File: src/rtl/assert_macros.svh
// assertion macros shared by the front, queue and back end modules
`ifndef ASSERT_MACROS_SVH
`define ASSERT_MACROS_SVH

// condition holds at every active clock edge
`define ASSERT_ALWAYS(label, clk, rstn, cond) \
    label: assert property (@(posedge clk) disable iff (!rstn) (cond)) \
        else $error("assertion failed");

// consequent holds in the same cycle as the antecedent
`define ASSERT_IMPLY(label, clk, rstn, ante, cons) \
    label: assert property (@(posedge clk) disable iff (!rstn) (ante) |-> (cons)) \
        else $error("assertion failed");

// consequent holds in the cycle after the antecedent
`define ASSERT_NEXT(label, clk, rstn, ante, cons) \
    label: assert property (@(posedge clk) disable iff (!rstn) (ante) |=> (cons)) \
        else $error("assertion failed");

`endif

File: src/rtl/phbt_pkg.sv
// shared types and constants for the print head band transpose block
`timescale 1ns / 1ps

package phbt_pkg;

    localparam logic [13:0] MAX_WIDTH      = 14'd8192;
    localparam logic [3:0]  MAX_HEAD_BYTES = 4'd8;
    localparam logic [12:0] MAX_ROW_INDEX  = 13'd8191;

    localparam int QDEPTH   = 4;
    localparam int QIDX_W   = $clog2(QDEPTH);
    localparam int QCOUNT_W = $clog2(QDEPTH + 1);

    typedef enum logic [1:0] {
        REG_WIDTH_PIXELS  = 2'd0,
        REG_HEAD_BYTES    = 2'd1,
        REG_START_ROW     = 2'd2,
        REG_INVERT_SOURCE = 2'd3
    } cfg_reg_t;

    typedef struct packed {
        logic [13:0] width_pixels;
        logic [3:0]  head_bytes;
        logic [12:0] start_row;
        logic        invert_source;
    } cfg_t;

    // one classified request waiting for the back end
    typedef struct packed {
        logic [7:0][7:0] col_bytes;
        logic [15:0]     base_offset;
        logic [3:0]      step;
        logic [3:0]      npix;
        logic            band_end;
        logic            all_zero;
        logic [13:0]     max_right;
    } entry_t;

endpackage

File: src/rtl/phbt_front.sv
// front end: classifies a request, masks and transposes rows, tracks band summary
`timescale 1ns / 1ps
`include "assert_macros.svh"

module phbt_front (
    input  logic                aclk,
    input  logic                aresetn,
    input  phbt_pkg::cfg_t      cfg,
    input  logic                in_valid,
    input  logic                room,
    input  logic [9:0]          byte_column,
    input  logic [2:0]          head_byte,
    input  logic [63:0]         source_rows,
    input  logic                band_end,
    output logic                push,
    output phbt_pkg::entry_t    entry
);

    logic        seen_reg, seen_next;
    logic [13:0] rightmost_reg, rightmost_next;

    logic [13:0] w_eff;
    logic [13:0] w_round;
    logic [10:0] ncols;
    logic [3:0]  nhb;
    logic [12:0] top_row;
    logic        item_ok;
    logic        last_col;
    logic [3:0]  npix;
    logic [7:0]  mask;
    logic [7:0]  rows [8];
    logic [7:0]  or_all;
    logic [3:0]  right_edge;
    logic [13:0] right_pos;
    logic        hit;
    logic        cur_seen;
    logic [13:0] cur_right;
    logic [13:0] col_prod;
    logic        accept;
    logic [7:0][7:0] tbytes;

    assign accept = in_valid && room;

    always_comb begin
        w_eff   = (cfg.width_pixels > phbt_pkg::MAX_WIDTH) ? phbt_pkg::MAX_WIDTH
                                                           : cfg.width_pixels;
        w_round = w_eff + 14'd7;
        ncols   = w_round[13:3];
        nhb     = (cfg.head_bytes > phbt_pkg::MAX_HEAD_BYTES) ? phbt_pkg::MAX_HEAD_BYTES
                                                              : cfg.head_bytes;
        top_row = (cfg.start_row > phbt_pkg::MAX_ROW_INDEX) ? phbt_pkg::MAX_ROW_INDEX
                                                            : cfg.start_row;
        item_ok  = ({1'b0, byte_column} < ncols) && ({1'b0, head_byte} < nhb);
        last_col = (({1'b0, byte_column} + 11'd1) == ncols);
        if (last_col && (w_eff[2:0] != 3'd0)) begin
            npix = {1'b0, w_eff[2:0]};
        end else begin
            npix = 4'd8;
        end
        mask = ~(8'hFF >> npix);
    end

    // rows above the bitmap top stay zero and are not inverted
    always_comb begin
        or_all = '0;
        for (int i = 0; i < 8; i++) begin
            if ({7'd0, head_byte, 3'(i)} <= top_row) begin
                rows[i] = (source_rows[8*i +: 8] ^ {8{cfg.invert_source}}) & mask;
            end else begin
                rows[i] = '0;
            end
            or_all = or_all | rows[i];
        end
    end

    // lowest set bit wins: it is the rightmost pixel
    always_comb begin
        right_edge = '0;
        for (int k = 7; k >= 0; k--) begin
            if (or_all[k]) begin
                right_edge = 4'(8 - k);
            end
        end
        right_pos = {1'b0, byte_column, 3'b000} + {10'd0, right_edge};
        hit       = item_ok && (or_all != 8'd0);
        cur_seen  = seen_reg || hit;
        cur_right = (hit && (right_pos > rightmost_reg)) ? right_pos : rightmost_reg;
    end

    always_comb begin
        for (int p = 0; p < 8; p++) begin
            for (int i = 0; i < 8; i++) begin
                tbytes[p][7-i] = rows[i][7-p];
            end
        end
    end

    assign col_prod = 14'(byte_column) * 14'(nhb);

    always_comb begin
        push = accept && (item_ok || band_end);
        entry.band_end  = band_end;
        entry.all_zero  = !cur_seen;
        entry.max_right = cur_right;
        if (item_ok) begin
            entry.col_bytes   = tbytes;
            entry.base_offset = 16'({col_prod, 3'b000}) + {13'd0, head_byte};
            entry.step        = nhb;
            entry.npix        = npix;
        end else begin
            // summary-only result for a void band end
            entry.col_bytes   = '0;
            entry.base_offset = '0;
            entry.step        = '0;
            entry.npix        = 4'd1;
        end
    end

    always_comb begin
        seen_next      = seen_reg;
        rightmost_next = rightmost_reg;
        if (accept) begin
            if (band_end) begin
                seen_next      = 1'b0;
                rightmost_next = '0;
            end else begin
                seen_next      = cur_seen;
                rightmost_next = cur_right;
            end
        end
    end

    always_ff @(posedge aclk) begin
        if (!aresetn) begin
            seen_reg      <= 1'b0;
            rightmost_reg <= '0;
        end else begin
            seen_reg      <= seen_next;
            rightmost_reg <= rightmost_next;
        end
    end

    `ASSERT_NEXT(a_band_clear, aclk, aresetn, accept && band_end, !seen_reg && (rightmost_reg == 14'd0))

endmodule

File: src/rtl/phbt_queue.sv
// short request queue between front and back end
`timescale 1ns / 1ps
`include "assert_macros.svh"

module phbt_queue (
    input  logic                aclk,
    input  logic                aresetn,
    input  logic                push,
    input  phbt_pkg::entry_t    push_entry,
    input  logic                pop,
    output logic                full,
    output logic                not_empty,
    output phbt_pkg::entry_t    head
);

    phbt_pkg::entry_t mem [phbt_pkg::QDEPTH];

    logic [phbt_pkg::QIDX_W-1:0]   wr_ptr_reg, wr_ptr_next;
    logic [phbt_pkg::QIDX_W-1:0]   rd_ptr_reg, rd_ptr_next;
    logic [phbt_pkg::QCOUNT_W-1:0] count_reg, count_next;

    assign full      = (count_reg == phbt_pkg::QCOUNT_W'(phbt_pkg::QDEPTH));
    assign not_empty = (count_reg != '0);
    assign head      = mem[rd_ptr_reg];

    always_comb begin
        wr_ptr_next = push ? wr_ptr_reg + 1'b1 : wr_ptr_reg;
        rd_ptr_next = pop  ? rd_ptr_reg + 1'b1 : rd_ptr_reg;
        count_next  = count_reg;
        if (push && !pop) begin
            count_next = count_reg + 1'b1;
        end else if (pop && !push) begin
            count_next = count_reg - 1'b1;
        end
    end

    always_ff @(posedge aclk) begin
        if (push) begin
            mem[wr_ptr_reg] <= push_entry;
        end
    end

    always_ff @(posedge aclk) begin
        if (!aresetn) begin
            wr_ptr_reg <= '0;
            rd_ptr_reg <= '0;
            count_reg  <= '0;
        end else begin
            wr_ptr_reg <= wr_ptr_next;
            rd_ptr_reg <= rd_ptr_next;
            count_reg  <= count_next;
        end
    end

    `ASSERT_NEXT(a_fill_tracks, aclk, aresetn, push && !pop, count_reg == ($past(count_reg) + 1'b1))
    `ASSERT_IMPLY(a_no_pop_empty, aclk, aresetn, pop, not_empty)

endmodule

File: src/rtl/phbt_back.sv
// back end: steps through pixel columns of the head request into the result register
`timescale 1ns / 1ps
`include "assert_macros.svh"

module phbt_back (
    input  logic                aclk,
    input  logic                aresetn,
    input  logic                head_valid,
    input  phbt_pkg::entry_t    head,
    output logic                pop,
    output logic                m_valid,
    input  logic                m_ready,
    output logic [7:0]          m_column_byte,
    output logic [15:0]         m_buffer_offset,
    output logic                m_last,
    output logic                m_band_done,
    output logic                m_band_all_zero,
    output logic [13:0]         m_band_max_right
);

    logic [2:0]  pix_reg, pix_next;
    logic        m_valid_reg, m_valid_next;
    logic [7:0]  m_column_byte_reg;
    logic [15:0] m_buffer_offset_reg;
    logic        m_last_reg;
    logic        m_band_done_reg;
    logic        m_band_all_zero_reg;
    logic [13:0] m_band_max_right_reg;

    logic        load;
    logic        is_last;
    logic        done;
    logic [6:0]  step_off;

    always_comb begin
        load     = head_valid && (!m_valid_reg || m_ready);
        is_last  = (({1'b0, pix_reg} + 4'd1) == head.npix);
        done     = is_last && head.band_end;
        pop      = load && is_last;
        step_off = 7'(pix_reg) * 7'(head.step);
        pix_next = pix_reg;
        if (load) begin
            pix_next = is_last ? 3'd0 : pix_reg + 3'd1;
        end
        if (load) begin
            m_valid_next = 1'b1;
        end else if (m_ready) begin
            m_valid_next = 1'b0;
        end else begin
            m_valid_next = m_valid_reg;
        end
    end

    always_ff @(posedge aclk) begin
        if (!aresetn) begin
            pix_reg     <= '0;
            m_valid_reg <= 1'b0;
        end else begin
            pix_reg     <= pix_next;
            m_valid_reg <= m_valid_next;
        end
    end

    always_ff @(posedge aclk) begin
        if (load) begin
            m_column_byte_reg    <= head.col_bytes[pix_reg];
            m_buffer_offset_reg  <= head.base_offset + {9'd0, step_off};
            m_last_reg           <= is_last;
            m_band_done_reg      <= done;
            m_band_all_zero_reg  <= done && head.all_zero;
            m_band_max_right_reg <= done ? head.max_right : 14'd0;
        end
    end

    assign m_valid          = m_valid_reg;
    assign m_column_byte    = m_column_byte_reg;
    assign m_buffer_offset  = m_buffer_offset_reg;
    assign m_last           = m_last_reg;
    assign m_band_done      = m_band_done_reg;
    assign m_band_all_zero  = m_band_all_zero_reg;
    assign m_band_max_right = m_band_max_right_reg;

    // a column byte that is not the last one is always followed by the next
    `ASSERT_NEXT(a_burst_continues, aclk, aresetn, m_valid_reg && m_ready && !m_last_reg, m_valid_reg)
    `ASSERT_IMPLY(a_summary_on_done, aclk, aresetn, m_valid_reg && !m_band_done_reg, !m_band_all_zero_reg && (m_band_max_right_reg == 14'd0))

endmodule

File: src/rtl/print_head_band_transpose.sv
// top level: configuration registers and the front, queue and back end
`timescale 1ns / 1ps

// Turns one request (eight stacked source bytes of a byte column for one head
// byte) into one transposed print-head byte per pixel column on the m_ channel,
// each with its buffer offset. A request gives one result per pixel column: 8
// on a full byte column, width mod 8 on a partial last one, 1 for a summary-only
// band end, 0 for a void request, all through the single result register. The
// front takes a request in every cycle while the four-entry queue has room; a
// taken request is written into the queue and its results are registered in the
// result register. Band summary fields are nonzero only on the result that
// carries band_done. Configuration goes through the APB port at byte addresses
// 0, 4, 8 and 12 (width_pixels, head_bytes, start_row, invert_source); the user
// is to write it only while the block is idle; the block does not enforce this.
module print_head_band_transpose (
    input  logic        aclk,
    input  logic        aresetn,
    input  logic        psel,
    input  logic        penable,
    input  logic        pwrite,
    input  logic [3:0]  paddr,
    input  logic [31:0] pwdata,
    output logic [31:0] prdata,
    output logic        pready,
    input  logic        s_valid,
    output logic        s_ready,
    input  logic [9:0]  s_byte_column,
    input  logic [2:0]  s_head_byte,
    input  logic [63:0] s_source_rows,
    input  logic        s_band_end,
    output logic        m_valid,
    input  logic        m_ready,
    output logic [7:0]  m_column_byte,
    output logic [15:0] m_buffer_offset,
    output logic        m_last,
    output logic        m_band_done,
    output logic        m_band_all_zero,
    output logic [13:0] m_band_max_right
);

    logic [13:0] width_pixels_reg;
    logic [3:0]  head_bytes_reg;
    logic [12:0] start_row_reg;
    logic        invert_source_reg;

    phbt_pkg::cfg_t     cfg;
    phbt_pkg::entry_t   push_entry;
    phbt_pkg::entry_t   head;
    phbt_pkg::cfg_reg_t reg_sel;
    logic               cfg_write;
    logic               push;
    logic               pop;
    logic               full;
    logic               not_empty;

    assign pready    = 1'b1;
    assign reg_sel   = phbt_pkg::cfg_reg_t'(paddr[3:2]);
    assign cfg_write = psel && penable && pwrite && pready;

    always_ff @(posedge aclk) begin
        if (!aresetn) begin
            width_pixels_reg  <= 14'd8192;
            head_bytes_reg    <= 4'd3;
            start_row_reg     <= 13'd23;
            invert_source_reg <= 1'b0;
        end else if (cfg_write) begin
            case (reg_sel)
                phbt_pkg::REG_WIDTH_PIXELS:  width_pixels_reg  <= pwdata[13:0];
                phbt_pkg::REG_HEAD_BYTES:    head_bytes_reg    <= pwdata[3:0];
                phbt_pkg::REG_START_ROW:     start_row_reg     <= pwdata[12:0];
                phbt_pkg::REG_INVERT_SOURCE: invert_source_reg <= pwdata[0];
                default: ;
            endcase
        end
    end

    always_comb begin
        case (reg_sel)
            phbt_pkg::REG_WIDTH_PIXELS:  prdata = {18'd0, width_pixels_reg};
            phbt_pkg::REG_HEAD_BYTES:    prdata = {28'd0, head_bytes_reg};
            phbt_pkg::REG_START_ROW:     prdata = {19'd0, start_row_reg};
            phbt_pkg::REG_INVERT_SOURCE: prdata = {31'd0, invert_source_reg};
            default:                     prdata = '0;
        endcase
    end

    assign cfg.width_pixels  = width_pixels_reg;
    assign cfg.head_bytes    = head_bytes_reg;
    assign cfg.start_row     = start_row_reg;
    assign cfg.invert_source = invert_source_reg;

    assign s_ready = !full;

    phbt_front u_front (
        .aclk        (aclk),
        .aresetn     (aresetn),
        .cfg         (cfg),
        .in_valid    (s_valid),
        .room        (!full),
        .byte_column (s_byte_column),
        .head_byte   (s_head_byte),
        .source_rows (s_source_rows),
        .band_end    (s_band_end),
        .push        (push),
        .entry       (push_entry)
    );

    phbt_queue u_queue (
        .aclk       (aclk),
        .aresetn    (aresetn),
        .push       (push),
        .push_entry (push_entry),
        .pop        (pop),
        .full       (full),
        .not_empty  (not_empty),
        .head       (head)
    );

    phbt_back u_back (
        .aclk             (aclk),
        .aresetn          (aresetn),
        .head_valid       (not_empty),
        .head             (head),
        .pop              (pop),
        .m_valid          (m_valid),
        .m_ready          (m_ready),
        .m_column_byte    (m_column_byte),
        .m_buffer_offset  (m_buffer_offset),
        .m_last           (m_last),
        .m_band_done      (m_band_done),
        .m_band_all_zero  (m_band_all_zero),
        .m_band_max_right (m_band_max_right)
    );

endmodule
File: config.mk
export PLATFORM = sky130hd
export DESIGN_NAME = print_head_band_transpose
export DESIGN_NICKNAME = d
export VERILOG_FILES = /design/src/rtl/phbt_pkg.sv /design/src/rtl/phbt_front.sv /design/src/rtl/phbt_queue.sv /design/src/rtl/phbt_back.sv /design/src/rtl/print_head_band_transpose.sv
export VERILOG_INCLUDE_DIRS = /design/src /design/src/rtl
export SDC_FILE = /design/constraint.sdc
export NUM_CORES = 1
export LEC_CHECK = 0
export BUFFER_PORTS_ARGS = -buffer_cell sky130_fd_sc_hd__buf_2
export CORE_MARGIN = 3
export CORE_UTILIZATION = 51
export CTS_BUF_LIST = sky130_fd_sc_hd__clkbuf_4
export DETAILED_ROUTE_END_ITERATION = 10
export GPL_ROUTABILITY_DRIVEN = 0
export HOLD_SLACK_MARGIN = 0.12
export PLACE_DENSITY = 0.69
export SETUP_SLACK_MARGIN = 0.05
export SKIP_LAST_GASP = 1
export SLEW_MARGIN = 20
export SYNTH_ARGS = -nofsm -noshare
export SYNTH_HDL_FRONTEND = slang
export SYNTH_HIERARCHICAL = 1
export SYNTH_SLANG_ARGS = --single-unit
export TNS_END_PERCENT = 50
File: constraint.sdc
create_clock -name aclk -period 18.19 [get_ports aclk]
set_clock_uncertainty 0.1 [all_clocks]
set_input_delay 3.638 -clock aclk [delete_from_list [all_inputs] [get_ports aclk]]
set_output_delay 3.638 -clock aclk [all_outputs]
set_load 0.005 [all_outputs]
==> summary.txt, run 1 <==
STA
  • RSZ-0062 raised after global routing: no
  • Min Tclk post-route: 9.645 ns
  • Slew Viols, Final: 0
  • Maximum clock frequency: 0.1037 GHz
  • Share of the clock period used by the worst path after layout: 53.02%
  • Setup TNS: 0 ns
  • Setup-failing EPs final: 0
  • Worst-Margin Slew: 1.001 ns
  • Final Hold Viols: 0
  • Max-slew headroom: 33.15%
  • Worst hold slack: 0.3764 ns
  • Final WS setup: 8.545 ns

Power
  • Worst vdd ir: 0.04746 mV
  • Reg power frac: 47.2%
  • P_leak: 0.01038 uW
  • Pwr Density: 113.7 nW/um2
  • Clock power share: 32.4%
  • Combinational Power Share: 20.4%
  • Switch share: 27.51%
  • Pint: 2380 uW
  • Final Power: 3283 uW
  • Psw: 903.3 uW

Synthesis
  • Yosys top cell by area: edfxtp_1
  • Post-synthesis cell area: 25840 um2
  • Most common cell in the netlist: edfxtp_1
  • Largest cells by area after synthesis: edfxtp_1 (53%), mux4_2 (11%), dfxtp_1 (4.6%)
  • Netlist cell types: 98
  • Fraction of registers with async set or reset after synthesis: 0%
  • Synthesis warning total: 6
  • Yosys top cell area share: 53.11%
  • Top cells by count, synth: edfxtp_1 (457), nand2_1 (122), mux4_2 (121)
  • Sequential element share of the synthesized area: 57.76%
  • Cells after Synth: 1823
  • Post-synth EDFFs: 457
  • Main flop type after synthesis: edfxtp_1
  • Avg Inst Size Synth: 14.17 um2
  • Synthesized flop and latch total: 517

Routing
  • Wire per inst: 21.80 um
  • Final WL: 61160 um
  • Via density: 5.858
  • First DRT Iteration DRCs: 1384
  • 1st-pass router iterations: 7
  • Antenna viol nets, final: 0
  • DRC viols: 0
  • Vias: 16432

Worst setup path
  • Setup Crit Path Kind: input pin to register
  • CP Launch Type: input pin
  • CP Max Fanout: 13
  • Crit path max-delay family: simple AND/OR/NAND/NOR gates
  • Reg-to-reg slack, setup: 11.08 ns
  • Most frequent CP cell: ha_1
  • Kind of end point of the critical path: register
  • CP max-delay cell: nor2b_1
  • WP buf/inv: 2
  • Critical Path AT: 10.39 ns
  • Crit-path max cell delay: 0.86 ns
  • Critical Path RT: 18.93 ns
  • Critical-path cell list: buf_2 > inv_1 > ha_1 > nand2_1 > o311ai_1 > nand2_1 > or3_1 > a221o_1 > nor3_1 > a21oi_1 > o21a_1 > ha_1 > ha_1 > nand3_1 > xnor2_1 > ha_1 > and3_1 > nand3_1 > nor3_1 > a41oi_1 > nand2_1 > nor4b_1 > nor2b_1 > a22o_1

Global routing
  • Grt total ovfl: 0
  • Vias in the first global route: 16796
  • Largest net degree at the start of global routing: 65
  • Global-route wire length before repair: 95100 um
  • Met2 Usage GRT: 37.00%
  • GRT busiest layer: met2
  • GRT Total Usage: 23.43%
  • Initial antenna violation count: 6
  • M1 GR Usage: 30.90%
  • Met3 Use GR: 5.666%

Clocking
  • Max Root-Sink Buffers: 3
  • Clock Tree Root: clkbuf_4
  • CTS tree: yes
  • Sink Count: 517
  • Clock transition at path regs: 0.06 ns
  • Inserted Clock Buffers: 135
  • # Post-CTS Setup Buffers: 0
  • CTS H-tree lvls: 4
  • Clock latency on the worst-skew pair: 0.94 ns
  • Post-CTS Resized: 0
  • Hold buffer count at CTS: 0

Layout
  • Layout cells sized above 1: 26.58%
  • Syn-to-layout area delta: 11.80%
  • Max reg flops: 416
  • Fin nets: 2246
  • Layout Cells excl Fill: 2805

Place
  • Pre-CTS WS: 7.757 ns
  • Placed cells: 2561
  • PortBufs: 157
  • Hpwl dp: 40440 um

Worst hold path
  • Hold WC Path Type: register to register

Job
  • Max Cap Viol: 0

Floorplanning
  • Core area: 49460 um2
  • Die Height: 231.1 um
  • Starting Density: 52.24%
  • Die X: 231.1 um
  • Ports: 197
  • Rows: 81
  • Die area: 53400 um2

Outcome
  • Outcome: complete, no violations
cells in the final DEF, fill, tap and decap left out, types with 11 or more instances in the layout:
master	count
nor2b_1	23
ha_1	65
o21a_1	13
edfxtp_1	457
xor2_1	22
a22o_1	18
o21ai_0	30
mux2_2	11
dfxtp_1	56
nand2_1	122
o211ai_1	12
nand4_1	14
a21oi_1	49
fa_1	24
buf_2	157
or3_1	11
nand3_1	25
clkbuf_4	193
nor2_1	79
and2_1	36
and3_1	13
clkinv_1	24
nand2b_1	13
mux2i_1	43
buf_4	19
nor3_1	78
conb_1	19
inv_1	86
xnor2_1	102
mux4_2	121
logic make-up (layout without fill, tap and decap cells):
kind of cell / after synthesis / count (layout) / synth area share (%)
AOI/OAI and AO/OA: 233 / 233 / 6.663
xor gates and xnor gates: 124 / 124 / 4.203
adders and majority gates: 89 / 89 / 5.007
buffers and inverters: 205 / 502 / 4.068
DFF: 517 / 517 / 57.76
muxes: 178 / 178 / 12.82
other: 2 / 23 / 0.02907
and+or+nand+nor: 475 / 475 / 9.447
worst paths after layout:
| kind | from | endpoint | cells after the start |
|---|---|---|---|
| max | s_head_byte[0] | u_front/rightmost_reg[6]$_SDFFE_PN0P_ | 24 |
| min | u_front/rightmost_reg[9]$_SDFFE_PN0P_ | u_front/rightmost_reg[9]$_SDFFE_PN0P_ | 1 |
| max reg2reg | start_row_reg[4]$_SDFFE_PN1P_ | u_front/rightmost_reg[6]$_SDFFE_PN0P_ | 23 |
| min reg2reg | u_front/rightmost_reg[9]$_SDFFE_PN0P_ | u_front/rightmost_reg[9]$_SDFFE_PN0P_ | 1 |
power groups by stage:
stage,Clock [uW],Sequential (uW),Combinational (uW)
floorplan,0,1560,464
global placement,0,1570,657
detailed placement,0,1580,670
CTS,1100,1550,673
global route,1170,1560,733
finish,1060,1550,671
area by class of cell:
cell class	count	area, um2
Sequential cell	517	14940
Fill cell	4003	20570
Inverter	86	322.8
Clock inverter	45	404.1
Clock buffer	193	1449
Multi-Input combinational cell	1118	9950
Tap cell	664	830.8
Antenna cell	4	10.01
Timing Repair Buffer	178	983.4
metal layers:
metal / vias up / share of wire [%] / wire (um)
met5: - / 0.046 / 28
met4: 4 / 3.6 / 2202
met3: 167 / 7.8 / 4767
met2: 730 / 48 / 29270
met1: 8081 / 41 / 24880
li1: 7450 / - / -
through the flow:
stage,util [%],cell area [um2]
global placement,54.53,26970
floorplan,-,25900
global route,58.41,28890
detailed placement,54.53,26970
CTS,58.28,28820
finish,58.41,28890
Power figures use the tool's default switching activity.
==> inputs of run 2 (changes only) <==
--- a/config.mk
+++ b/config.mk
@@ -6,6 +6,7 @@
 export SDC_FILE = /design/constraint.sdc
 export NUM_CORES = 1
 export LEC_CHECK = 0
+export ABC_AREA = 1
 export BUFFER_PORTS_ARGS = -buffer_cell sky130_fd_sc_hd__buf_2
 export CORE_MARGIN = 3
 export CORE_UTILIZATION = 51
@@ -13,7 +14,7 @@
 export DETAILED_ROUTE_END_ITERATION = 10
 export GPL_ROUTABILITY_DRIVEN = 0
 export HOLD_SLACK_MARGIN = 0.12
-export PLACE_DENSITY = 0.69
+export PLACE_DENSITY = 0.72
 export SETUP_SLACK_MARGIN = 0.05
 export SKIP_LAST_GASP = 1
 export SLEW_MARGIN = 20
==> constraint.sdc (replaced) <==
create_clock -name aclk -period 8.2 [get_ports aclk]
set_clock_uncertainty 0.1 [all_clocks]
set_input_delay 1.64 -clock aclk [delete_from_list [all_inputs] [get_ports aclk]]
set_output_delay 1.64 -clock aclk [all_outputs]
set_load 0.005 [all_outputs]
==> run 2 against run 1 <==
  * Combinational power grew to 2.7 times the previous value
  * Synthesized area grew 4.2%
  * Flip-flop and latch count is the same
  * Critical path depth grew 5
  * Largest cell class unchanged
  * Final area grew 3.1%
  * Critical endpoint is now u_queue/mem[1][6]$_DFFE_PP_
==> summary.txt, run 2 <==
Worst setup path
  • Setup Crit Path Kind: input pin to register
  • CP max-delay cell: nor4_1
  • R2R Path Start: start_row_reg[5]$_SDFFE_PN0P_
  • Most frequent CP cell: inv_1
  • CP Max Fanout: 11 (-2)
  • Crit-path max cell delay: 0.54 ns (-0.32 ns)
  • Reg-to-reg slack, setup: 1.75 ns (-9.33 ns)
  • Critical Path AT: 7.49 ns (-2.90 ns)
  • CP Launch Type: input pin
  • R2R Path End: u_queue/mem[1][6]$_DFFE_PP_
  • Reg2reg path depth: 29 (+26%)
  • Critical Path RT: 8.90 ns (-10.03 ns)
  • Kind of end point of the critical path: register

Layout
  • Most frequent cells in the layout: nor2_1 (510), edfxtp_1 (457), nand2_1 (413)
  • Layout cells sized above 1: 17.42% (-9.2 points)
  • Multi-input logic area: 10210 um2 (+2.7%)
  • Commonest non-fill, non-tap cell in the layout: nor2_1
  • Sequential Area: 14930 um2 (about the same)
  • Layout Cells excl Fill: 3764 (+34%)
  • Filler cells: 4385 (+9.5%)
  • Fin nets: 3182 (+42%)
  • Syn-to-layout area delta: 10.65%
  • Post-Layout Inst Area: 29790 um2 (+3.1%)
  • Max reg flops: 416 (unchanged)

Synthesis
  • Largest cells by area after synthesis: edfxtp_1 (51%), nor2_1 (7.1%), nand2_1 (5.8%)
  • Cells after Synth: 2780 (+52%)
  • Synthesis warning total: 6 (unchanged)
  • Main flop type after synthesis: edfxtp_1
  • Post-synthesis cell area: 26920 um2 (+4.2%)
  • Avg Inst Size Synth: 9.684 um2 (-32%)
  • Netlist cell types: 58 (-41%)
  • Yosys top cell area share: 50.97% (-2.1 points)
  • Yosys top cell by area: edfxtp_1
  • Top cells by count, synth: nor2_1 (511), edfxtp_1 (457), nand2_1 (413)
  • Sequential element share of the synthesized area: 55.44% (-2.3 points)
  • Fraction of registers with async set or reset after synthesis: 0% (unchanged)
  • Most common cell in the netlist: nor2_1
  • Synthesized flop and latch total: 517 (unchanged)
  • Post-synth EDFFs: 457 (unchanged)

Routing
  • Wire per inst: 18.50 um (-15%)
  • Antenna viol nets, final: 0 (unchanged)
  • Via density: 5.615 (-4.1%)
  • 1st-pass router iterations: 6 (-1)
  • DRC viols: 0 (unchanged)
  • First DRT Iteration DRCs: 2357 (+70%)
  • Vias: 21136 (+29%)
  • Final WL: 69620 um (+14%)

STA
  • Setup TNS: 0 ns (unchanged)
  • Min Tclk post-route: 6.798 ns
  • Maximum clock frequency: 0.1471 GHz
  • Share of the clock period used by the worst path after layout: 82.90%
  • RSZ-0062 raised after global routing: no
  • Setup-failing EPs final: 0 (unchanged)
  • Slew Viols, Final: 0 (unchanged)
  • Worst-Margin Slew: 1.119 ns (+0.1188 ns)
  • Max-slew headroom: 25.26% (-7.9 points)
  • Final Hold Viols: 0 (unchanged)

Clocking
  • Inserted Clock Buffers: 138 (+2.2%)
  • # Post-CTS Setup Buffers: 0 (unchanged)
  • Hold buffer count at CTS: 0 (unchanged)
  • Max Root-Sink Buffers: 3 (unchanged)
  • Clock transition at path regs: 0.07 ns (about the same)
  • Post-CTS Resized: 0 (unchanged)
  • CTS tree: yes
  • Clock Tree Root: clkbuf_4
  • Sink Count: 517 (unchanged)
  • Clock latency on the worst-skew pair: 0.97 ns (+0.03 ns)
  • CTS H-tree lvls: 4 (unchanged)

Global routing
  • GRT Total Usage: 24.58% (+1.2 points)
  • Initial antenna violation count: 7 (+1)
  • Grt total ovfl: 0 (unchanged)
  • Vias in the first global route: 20586 (+23%)
  • Largest net degree at the start of global routing: 210 (+220%)
  • Global-route wire length before repair: 107700 um (+13%)

Floorplanning
  • Rows: 83 (+2.5%)
  • Starting Density: 52.06% (-0.19 points)
  • Die area: 55580 um2 (+4.1%)
  • Die Height: 235.8 um (+2.0%)
  • Ports: 197 (unchanged)
  • Core area: 51720 um2 (+4.6%)
  • Die X: 235.8 um (+2.0%)

Job
  • Max Cap Viol: 0 (unchanged)

Place
  • Hpwl dp: 44970 um (+11%)
  • Post-DP Area: 27960 um2 (+3.7%)
  • Placed cells: 3512 (+37%)
  • PortBufs: 157 (unchanged)

Worst hold path
  • Hold WC Path Type: register to register
  • Hold_sp: u_queue/rd_ptr_reg[1]$_SDFFE_PN0P_
  • Worst Hold Endpoint: u_queue/rd_ptr_reg[1]$_SDFFE_PN0P_
  • Worst hold stages: 1 (unchanged)

Outcome
  • Outcome: complete, no violations

Power
  • P_leak: 0.01209 uW (+17%)
  • Pwr Density: 250.1 nW/um2 (+120%)
  • Worst vdd ir: 0.1590 mV (+240%)
## run 2: cell types whose count changed in the layout (fill, tap and decap cells not counted), moves of 77 or more
cell	before	now
inv_1	86	237
mux4_2	121	0
nand2_1	122	413
nand3_1	25	102
nor2_1	79	510
o21ai_0	30	256
## run 2: final cells by class
type / count / share of cell area [%]
inverter: 254 / 3.255
multi-input combinational: 1878 / 34.29
antenna: 7 / 0.05880
clock inverter: 54 / 1.268
tap: 680 / 2.856
clock buffer: 191 / 4.813
sequential: 517 / 50.13
timing repair buffer: 183 / 3.335
## run 2: critical path: cells and delay by family
kind            cells  cell delay, ns
simple gates       14            2.86
fa+ha+maj           4            1.08
buf+inv             7            0.99
xor+xnor            1            0.19
compound gates      3            0.70
## run 2: worst max-delay path by stage
stage / to / slack [ns] / from / depth (start not counted)
2_1_floorplan: u_queue/mem[0][0]$_DFFE_PP_ / 1.66 / s_byte_column[2] / 18
3_3_place_gp: u_queue/mem[0][6]$_DFFE_PP_ / 0.69 / s_head_byte[2] / 29
3_5_place_dp: u_queue/mem[2][6]$_DFFE_PP_ / 0.58 / s_head_byte[2] / 29
4_1_cts: u_queue/mem[1][6]$_DFFE_PP_ / 1.63 / s_head_byte[2] / 29
5_1_grt: u_queue/mem[2][6]$_DFFE_PP_ / 1.10 / s_head_byte[2] / 29
6_report: u_queue/mem[1][6]$_DFFE_PP_ / 1.40 / s_head_byte[2] / 29
## run 2: cell families (layout without fill, tap and decap cells)
family                   after synthesis  in the layout  synth area share [%]
AO/OA/AOI/OAI                        477            477                 10.33
XOR/XNOR                              78             78                 2.538
flip-flops                           517            517                 55.44
adder cells (fa/ha/maj)               89             89                 4.805
other                                  2             26               0.02790
AND/OR/NAND/NOR                     1215           1215                 19.95
buffers and inverters                402            682                 6.915
## run 2: where the power goes
group | internal (uW) | switching, uW
clock network | 1270 | 1050
logic | 538 | 1260
registers | 3240 | 98.0
total | 5040 | 2410
## run 2: per-layer routing
layer | vias up | track usage (%) | part of all wire (%)
met5 | - | 0 | 0.019
met4 | 2 | 9.642 | 2.8
met3 | 150 | 6.865 | 11
met2 | 1096 | 38.78 | 46
met1 | 10008 | 32.33 | 40
li1 | 9880 | - | -
## run 2: per-stage QoR
stage	util [%]	setup WS, ns	power [uW]	hold WS (ns)
final	57.60	1.402	7451	0.3495
after floorplan	-	1.660	4579	0.3115
after global placement	54.06	0.6884	5106	0.3235
after CTS	57.57	1.629	7494	0.3446
after detailed placement	54.06	0.5756	5166	0.3287
after global routing	57.58	1.101	7871	0.3880
